**src/rtl/assert_macros.svh**
```systemverilog
// Assertion macros shared by the motion centroid RTL.
`ifndef ASSERT_MACROS_SVH
`define ASSERT_MACROS_SVH

// Plain property check, disabled while reset is held.
`define FDMC_ASSERT(label, clk, rst_n, prop, msg) \
    label: assert property (@(posedge clk) disable iff (!rst_n) (prop)) \
        else $error(msg);

// Same-cycle implication check, disabled while reset is held.
`define FDMC_ASSERT_IMP(label, clk, rst_n, ante, cons, msg) \
    label: assert property (@(posedge clk) disable iff (!rst_n) (ante) |-> (cons)) \
        else $error(msg);

`endif

```
**src/rtl/fdmc_pkg.sv**
```systemverilog
// Shared types and constants of the frame difference motion centroid unit.
`timescale 1ns / 1ps

package fdmc_pkg;

    localparam int CH_W  = 8;
    localparam int PIX_W = 3 * CH_W;
    localparam int CFG_W = 10;
    localparam int TOT_W = 18;
    localparam int CEN_W = 9;

    localparam logic [CH_W-1:0]  CH_FULL        = 8'hFF;
    localparam logic [CH_W-1:0]  ERR_MARGIN_RST = 8'd20;
    localparam logic [CFG_W-1:0] FRAME_W_RST    = 10'd320;
    localparam logic [CFG_W-1:0] FRAME_H_RST    = 10'd240;

    typedef enum logic [1:0] {
        CFG_ERR_MARGIN = 2'd0,
        CFG_FRAME_W    = 2'd1,
        CFG_FRAME_H    = 2'd2
    } t_cfg_idx;

    // Controller to datapath.
    typedef struct packed {
        logic accept;
        logic commit;
        logic div_start;
        logic div_sel_y;
        logic cap_x;
        logic cap_y;
        logic load_out;
    } t_ctl_cmd;

    // Datapath to controller.
    typedef struct packed {
        logic have_prev;
        logic last;
        logic div_done;
        logic out_free;
    } t_ctl_sts;

endpackage

```
**src/rtl/fdmc_ctrl.sv**
```systemverilog
// Controller: sequences accept, compare, centroid divide and output load.
`timescale 1ns / 1ps

`include "assert_macros.svh"

module fdmc_ctrl (
    input  logic               i_clk,
    input  logic               i_rst_n,
    input  logic               i_in_valid,
    output logic               o_in_stall,
    input  fdmc_pkg::t_ctl_sts i_sts,
    output fdmc_pkg::t_ctl_cmd o_cmd
);

    typedef enum logic [2:0] {
        S_IDLE,
        S_CMP,
        S_DIVX,
        S_WAITX,
        S_DIVY,
        S_WAITY,
        S_OUT
    } t_state;

    t_state r_state;
    t_state n_state;

    always_comb begin
        n_state = r_state;
        o_cmd   = '0;
        unique case (r_state)
            S_IDLE: begin
                if (i_in_valid) begin
                    o_cmd.accept = 1'b1;
                    n_state      = S_CMP;
                end
            end
            S_CMP: begin
                o_cmd.commit = 1'b1;
                if (!i_sts.have_prev) begin
                    n_state = S_IDLE;
                end else if (i_sts.last) begin
                    n_state = S_DIVX;
                end else begin
                    n_state = S_OUT;
                end
            end
            S_DIVX: begin
                o_cmd.div_start = 1'b1;
                n_state         = S_WAITX;
            end
            S_WAITX: begin
                if (i_sts.div_done) begin
                    o_cmd.cap_x = 1'b1;
                    n_state     = S_DIVY;
                end
            end
            S_DIVY: begin
                o_cmd.div_start = 1'b1;
                o_cmd.div_sel_y = 1'b1;
                n_state         = S_WAITY;
            end
            S_WAITY: begin
                if (i_sts.div_done) begin
                    o_cmd.cap_y = 1'b1;
                    n_state     = S_OUT;
                end
            end
            S_OUT: begin
                if (i_sts.out_free) begin
                    o_cmd.load_out = 1'b1;
                    n_state        = S_IDLE;
                end
            end
            default: begin
                n_state = S_IDLE;
            end
        endcase
    end

    always_ff @(posedge i_clk) begin
        if (!i_rst_n) begin
            r_state <= S_IDLE;
        end else begin
            r_state <= n_state;
        end
    end

    assign o_in_stall = (r_state != S_IDLE);

    `FDMC_ASSERT_IMP(a_done_in_wait, i_clk, i_rst_n, i_sts.div_done,
        (r_state == S_WAITX) || (r_state == S_WAITY), "divider done outside a wait state")

endmodule

```
**config.mk**
```make
export PLATFORM = sky130hd
export DESIGN_NAME = fdmc_ctrl
export DESIGN_NICKNAME = d
export VERILOG_FILES = /design/src/rtl/fdmc_pkg.sv /design/src/rtl/fdmc_ctrl.sv
export VERILOG_INCLUDE_DIRS = /design/src /design/src/rtl
export SDC_FILE = /design/constraint.sdc
export NUM_CORES = 1
export LEC_CHECK = 0
export BUFFER_PORTS_ARGS = -buffer_cell sky130_fd_sc_hd__buf_2
export CAP_MARGIN = 20
export CELL_PAD_IN_SITES_DETAIL_PLACEMENT = 0
export CELL_PAD_IN_SITES_GLOBAL_PLACEMENT = 2
export CORE_AREA = 4 4 42 44
export CTS_CLUSTER_DIAMETER = 60
export DETAILED_ROUTE_END_ITERATION = 10
export DIE_AREA = 0 0 46 48
export GPL_TIMING_DRIVEN = 0
export PLACE_DENSITY = 0.72
export SYNTH_ARGS = -nofsm -noshare
export SYNTH_HDL_FRONTEND = slang
export SYNTH_SLANG_ARGS = --single-unit
export TNS_END_PERCENT = 20
```
**constraint.sdc**
```tcl
create_clock -name i_clk -period 1.4 [get_ports i_clk]
set_input_delay 0.28 -clock i_clk [delete_from_list [all_inputs] [get_ports i_clk]]
set_output_delay 0.28 -clock i_clk [all_outputs]
set_load 0.01 [all_outputs]
```
==> key figures, run 1 <==
Status
  • Status: finished, violations left
  • Violations in the final reports: negative setup slack

Min path
  • Min-Delay Path Depth: 2
  • HP Class: in -> reg
  • Hold Path End: r_state[2]
  • Hold_sp: i_rst_n

Timing
  • Final Setup Violations: 3
  • Worst-margin pin slew: 0.1959 ns
  • Post-layout min period: 1.523 ns
  • Final WS setup: -0.1227 ns
  • Worst slew margin: 86.86%
  • F_max: 0.6567 GHz
  • RSZ-0062 raised after global routing: yes
  • Hold Vio Cnt, Final: 0
  • Period utilisation layout: 108.8%
  • Slew Viols, Final: 0
  • Clock skew: 0.0005919 ns

Job
  • Maxcap violations: 0

Cells and area
  • Largest regs: r_state: 3 flops
  • Fraction of layout cells with a size suffix above 1: 66.04%
  • Synth-to-layout area growth: 67.82%
  • Max reg flops: 3
  • Most flop-heavy register: r_state
  • Antenna Cells: 0
  • Fill count: 175
  • NumNets Final: 61

Worst setup path
  • Reg-to-Reg Start: r_state[0]
  • Critical path capture point type: output port
  • Highest fanout seen on the critical path: 7
  • Arr. time, crit path: 1.24 ns
  • Setup crit start kind: flip-flop
  • Crit path from: r_state[1]
  • Capture point of the worst reg-to-reg path: r_state[2]
  • WS Path Type: reg -> out
  • Reg2reg path depth: 4
  • CP Data Required Time: between 1 and 1.5 ns
  • Reg2Reg Setup Slack: 0.34 ns

Power and ir drop
  • Power density over cell area: a little under 900 mW/mm²
  • Switching power: 0.1094 mW
  • Clk pwr share: 39.7%
  • Power, Total: 0.3783 mW
  • Switching part of the total: 28.92%
  • Int Pwr: around 0.27 mW
  • Power share of the combinational group: 34.0%
  • Sequential fraction of design power: between 20% and 30%
  • Worst VDD drop: 0.2053 mV
  • Leakage power: 0.1989 nW

Clocking
  • Worst-path clk slew: about 0.040 ns
  • Hold Buf Count CTS: 0
  • Bufs on Longest Clock Path: 2
  • H-tree levels: 1
  • CTS tree: done
  • Clk Latency, worst-skew pair: approximately 0.23 ns
  • Root buf cell: clkbuf_4
  • TritonCTS buffer count: 3
  • Clock sink count: 3

Routing
  • Via/cell ratio: 4.217
  • Remaining DRCs: 0
  • Routed Antenna Nets: 0
  • Vias: just under 300
  • WL/cell: 10.12 µm
  • DRT Pass-1 Iters: 3
  • Initial DRC Count: 3
  • Drt total wl: 698 µm

Global route
  • Pin count of the biggest net entering global routing: 11
  • Routing usage on met1: 9.190%
  • Antenna violations before repair: 0
  • First-pass GRT wire length: 1152 µm
  • Gr busiest metal: met2
  • GR Layer Usage met2: 10.44%
  • Gr ovfl total: 0
  • Number of global-route vias before repair: 279
  • Overall routing resource usage: 7.598%
  • M3 GR Usage: 0.3759%

Synth
  • Syn_nets: 39
  • Post-Syn Area per Cell: 7.898 µm²
  • Synth warn: 0
  • #FFs+latches synth: 3
  • Post-Syn Area: 252.7 µm²
  • Distinct cells, synth: 19
  • Cells after synthesis: 32
  • Sequential fraction of the synthesis area: 23.76%

Placed design
  • Buffers on Ports: 14
  • Final HPWL DP: 494.1 µm
  • GP Congestion: 0.7243
  • Dpl ws: between 0.08 and 0.09 ns

Floorplanning
  • Starting Density: 17.60%
  • Die X-Extent: 46 µm
  • Die Span Y: roughly 48 µm
  • Cell Rows: 14
  • Die Area: approximately 0.0022 mm²
  • # IOs: 15
  • Core area: 0.001436 mm²
==> layout make-up <==
type | instances | area [µm²] | share of cell area, %
inverters | 2 | 7.507 | 1.770
multi-input cells | 24 | 180.2 | 42.48
repair buffers | 17 | 92.59 | 21.83
flip-flops and latches | 3 | 63.81 | 15.04
clock buffers | 4 | 26.28 | 6.195
well taps | 16 | 20.02 | 4.720
plain buffers | 3 | 33.78 | 7.965
==> worst max-delay path, stage by stage (launching register included) <==
cell     delay, ns
dfxtp_2       0.31
buf_6         0.12
or3_4         0.38
nor2_2        0.07
buf_2         0.12
==> per-layer routing <==
layer / vias up / wire, µm
met5: - / 0
met3: 0 / 48
met2: 8 / 316
met4: 0 / 0
met1: 130 / 333
li1: 153 / -
==> metrics by stage <==
stage / area [µm²] / setup TNS, ns / utilization [%] / std cells / hold slack [ns]
4_1_cts: 420.4 / -0.2484 / 29.27 / 69 / 0.2893
6_report: 424.2 / -0.1962 / 29.53 / 69 / 0.2981
2_1_floorplan: 252.7 / 0 / - / 32 / 0.4059
3_5_place_dp: 342.8 / 0 / 23.87 / 62 / 0.5337
3_3_place_gp: 342.8 / 0 / 23.87 / 62 / 0.5392
5_1_grt: 424.2 / -0.4186 / 29.53 / 69 / 0.3179
==> how the worst max path moves through the flow <==
stage,end
floorplan,o_cmd[6]
global placement,o_cmd[6]
detailed placement,o_cmd[6]
CTS,o_cmd[6]
global route,o_cmd[6]
finish,o_cmd[6]
==> power groups by stage <==
stage	combinational (mW)	sequential [mW]	clock (mW)
after CTS	0.129	0.0986	0.159
after global routing	0.143	0.0998	0.159
after global placement	0.114	0.0989	0
after floorplan	0.0761	0.0981	0
after detailed placement	0.112	0.0991	0
final	0.129	0.0992	0.150
==> cell usage after synthesis (all sizes together) <==
| cell | instances | area share, % |
|---|---|---|
| a211oi | 2 | 5.9 |
| a21oi | 2 | 4.0 |
| and4b | 1 | 4.0 |
| and4bb | 1 | 4.9 |
| buf | 3 | 11 |
| dfxtp | 3 | 24 |
| inv | 2 | 3.0 |
| mux2 | 1 | 4.5 |
| nand2 | 2 | 3.0 |
| nand3 | 1 | 2.0 |
| nor2 | 4 | 6.9 |
| nor2b | 1 | 2.5 |
| nor3 | 1 | 2.0 |
| nor3b | 3 | 8.9 |
| o21ai | 3 | 5.9 |
| or3 | 1 | 4.5 |
| xnor2 | 1 | 3.5 |
==> cells by family after synthesis <==
| group | after synthesis | synth area share, % |
|---|---|---|
| AOI/OAI and AO/OA | 7 | 15.84 |
| xor gates and xnor gates | 1 | 3.466 |
| buffers and inverters | 5 | 13.86 |
| DFF | 3 | 23.76 |
| muxes | 1 | 4.455 |
| and+or+nand+nor | 15 | 38.61 |
==> repair_timing <==
action	CTS	global route
buffers inserted	3	0
setup endpoints to repair	5	6
pin swaps	2	1
resized for setup	8	2
==> cell usage in the layout (no fill, tap or decap) <==
cell type / n
buf_6: 3
nor3b_2: 3
or3_4: 1
a211oi_1: 2
buf_4: 3
nor3_2: 1
o21ai_0: 3
nor2_2: 1
buf_2: 14
nand2_1: 1
mux2_2: 1
a21oi_1: 2
nor2_1: 3
nand2_2: 1
nand3_1: 1
dfxtp_2: 3
clkbuf_4: 3
clkbuf_1: 1
inv_1: 2
and4b_1: 1
and4bb_2: 1
nor2b_1: 1
xnor2_1: 1
(Power assumes the default switching activity.)
==> run 2, diff against run 1 <==
==> constraint.sdc (replaced) <==
create_clock -name i_clk -period 1.4 [get_ports i_clk]
set_input_delay 0 -clock i_clk [delete_from_list [all_inputs] [get_ports i_clk]]
set_output_delay 0 -clock i_clk [all_outputs]
set_load 0.01 [all_outputs]
==> run 2 against run 1 <==
The run now ends clean. First-iteration DRC count decreased by 67%. Design area decreased by 13%. Clock power about the same. Fmax increased by 20%. Sequential share of layout area increased by 1.2 points. Cell count decreased by 4.3%. Routed wire length decreased by 3.3%. Worst hold slack got worse by 0.28 ns. Clock skew about the same.
==> key figures, run 2 (same netlist as run 1, synthesis figures left out) <==
Status
  • Status: complete, no violations

Cells and area
  • Most common cell after layout, fill and taps aside: buf_2
  • Antenna Cells: 0
  • NumNets Final: 58
  • Most flop-heavy register: r_state
  • Post-route design area: 369.1 µm²
  • Final core utilization: 25.70%
  • Largest regs: r_state: 3 flops
  • Synth-to-layout area growth: 46.04%
  • Max reg flops: 3
  • Fraction of layout cells with a size suffix above 1: between 40% and 50%

Routing
  • Via/cell ratio: between 4 and 5
  • Vias: 270
  • WL/cell: 10.23 µm
  • DRT Pass-1 Iters: 2
  • Remaining DRCs: 0
  • Drt total wl: 675 µm
  • Initial DRC Count: 1
  • Routed Antenna Nets: 0

Timing
  • Worst slew margin: roughly 87%
  • Final Setup Violations: 0
  • Post-layout min period: between 1 and 1.5 ns
  • Hold Vio Cnt, Final: 0
  • F_max: 0.7900 GHz
  • Worst-margin pin slew: 0.1890 ns
  • Clock skew: 0.0008863 ns
  • Fin Setup TNS: 0 ns
  • Period utilisation layout: 90.42%
  • Final WS setup: around 0.13 ns
  • RSZ-0062 raised after global routing: no
  • Slew Viols, Final: 0

Floorplanning
  • Cell Rows: 14
  • Core area: 0.001436 mm²
  • Starting Density: approximately 18%
  • # IOs: 15
  • Die Area: 0.002208 mm²
  • Die Span Y: ~48 µm
  • Die X-Extent: 46 µm

Power and ir drop
  • Worst VDD drop: 0.1807 mV
  • Power density over cell area: 971.0 mW/mm²
  • Leakage power: 0.1741 nW

Worst setup path
  • Reg-to-Reg Start: r_state[0]
  • Levels on crit path: 4
  • CP Data Required Time: 1.40 ns
  • Reg2reg path depth: 4
  • Crit path from: r_state[1]
  • Critical path capture point type: output port
  • Worst Path Buf+Inv: 2
  • Delay-heaviest family, CP: simple AND/OR/NAND/NOR gates
  • Crit-path cells: buf_6 -> or3_4 -> nor2_2 -> buf_2
  • Slowest stage cell on the critical path: or3_4
  • WS Path Type: reg -> out
  • Highest fanout seen on the critical path: 10
  • Slowest Stage Delay on Critical Path: 0.38 ns
  • Arr. time, crit path: 1.27 ns
  • Setup crit start kind: flip-flop

Clocking
  • CTS resizes: 0
  • Root buf cell: clkbuf_4
  • CTS tree: done
  • Worst-path clk slew: around 0.04 ns
  • H-tree levels: 1
  • Clock sink count: 3
  • Postcts setup bufs: 0
  • Hold Buf Count CTS: 0
  • Bufs on Longest Clock Path: 2
  • TritonCTS buffer count: 3
  • Clk Latency, worst-skew pair: 0.23 ns

Min path
  • HP Class: in -> reg
  • Hold_sp: i_rst_n
  • Min-Delay Path Depth: 2

Global route
  • M3 GR Usage: 0.3759%
  • Gr busiest metal: met4
  • Pin count of the biggest net entering global routing: 11
  • Overall routing resource usage: 7.137%
  • GR Layer Usage met2: under 10%
  • Number of global-route vias before repair: 256
  • Routing usage on met1: roughly 9%
  • First-pass GRT wire length: 1069 µm
  • Gr ovfl total: 0
  • Antenna violations before repair: 0

Job
  • Maxcap violations: 0

Placed design
  • Final HPWL DP: between 400 and 500 µm
  • Placement Cell Area: 342.8 µm²
  • Buffers on Ports: 14
  • GP Congestion: ~0.72
  • Dpl ws: 0.3441 ns
run 2: area by class of cell:
cell class / instances / area [µm²]
inverters: 2 / 7.507
clock buffers: 4 / 26.28
flip-flops and latches: 3 / 60.06
multi-input cells: 24 / 157.7
fillers: 180 / 1067
plain buffers: 3 / 27.53
repair buffers: 14 / 70.07
well taps: 16 / 20.02
run 2: stage by stage:
step                cells  hold slack [ns]  power [mW]
floorplan              32          0.08929      0.1742
global route           66          0.03778      0.3812
finish                 66          0.01704      0.3584
detailed placement     62           0.2537      0.2114
global placement       62           0.2592      0.2125
CTS                    66         0.009452      0.3689
run 2: worst paths after layout:
path           endpoint  slack [ns]
max            o_cmd[6]        0.13
min          r_state[2]        0.02
max reg2reg  r_state[2]        0.35
min reg2reg  r_state[1]        0.65
run 2: routing by layer:
metal,vias to the layer above,share of wire (%)
met2,8,44
met1,115,48
met5,-,0
li1,147,-
met3,0,7.1
met4,0,0
run 2: where the power goes:
part / leakage (nW) / switching [mW] / internal, mW
Sequential: 0.0246 / 0.00445 / 0.0932
Clock: 0.0150 / 0.0434 / 0.107
Combinational: 0.135 / 0.0548 / 0.0559
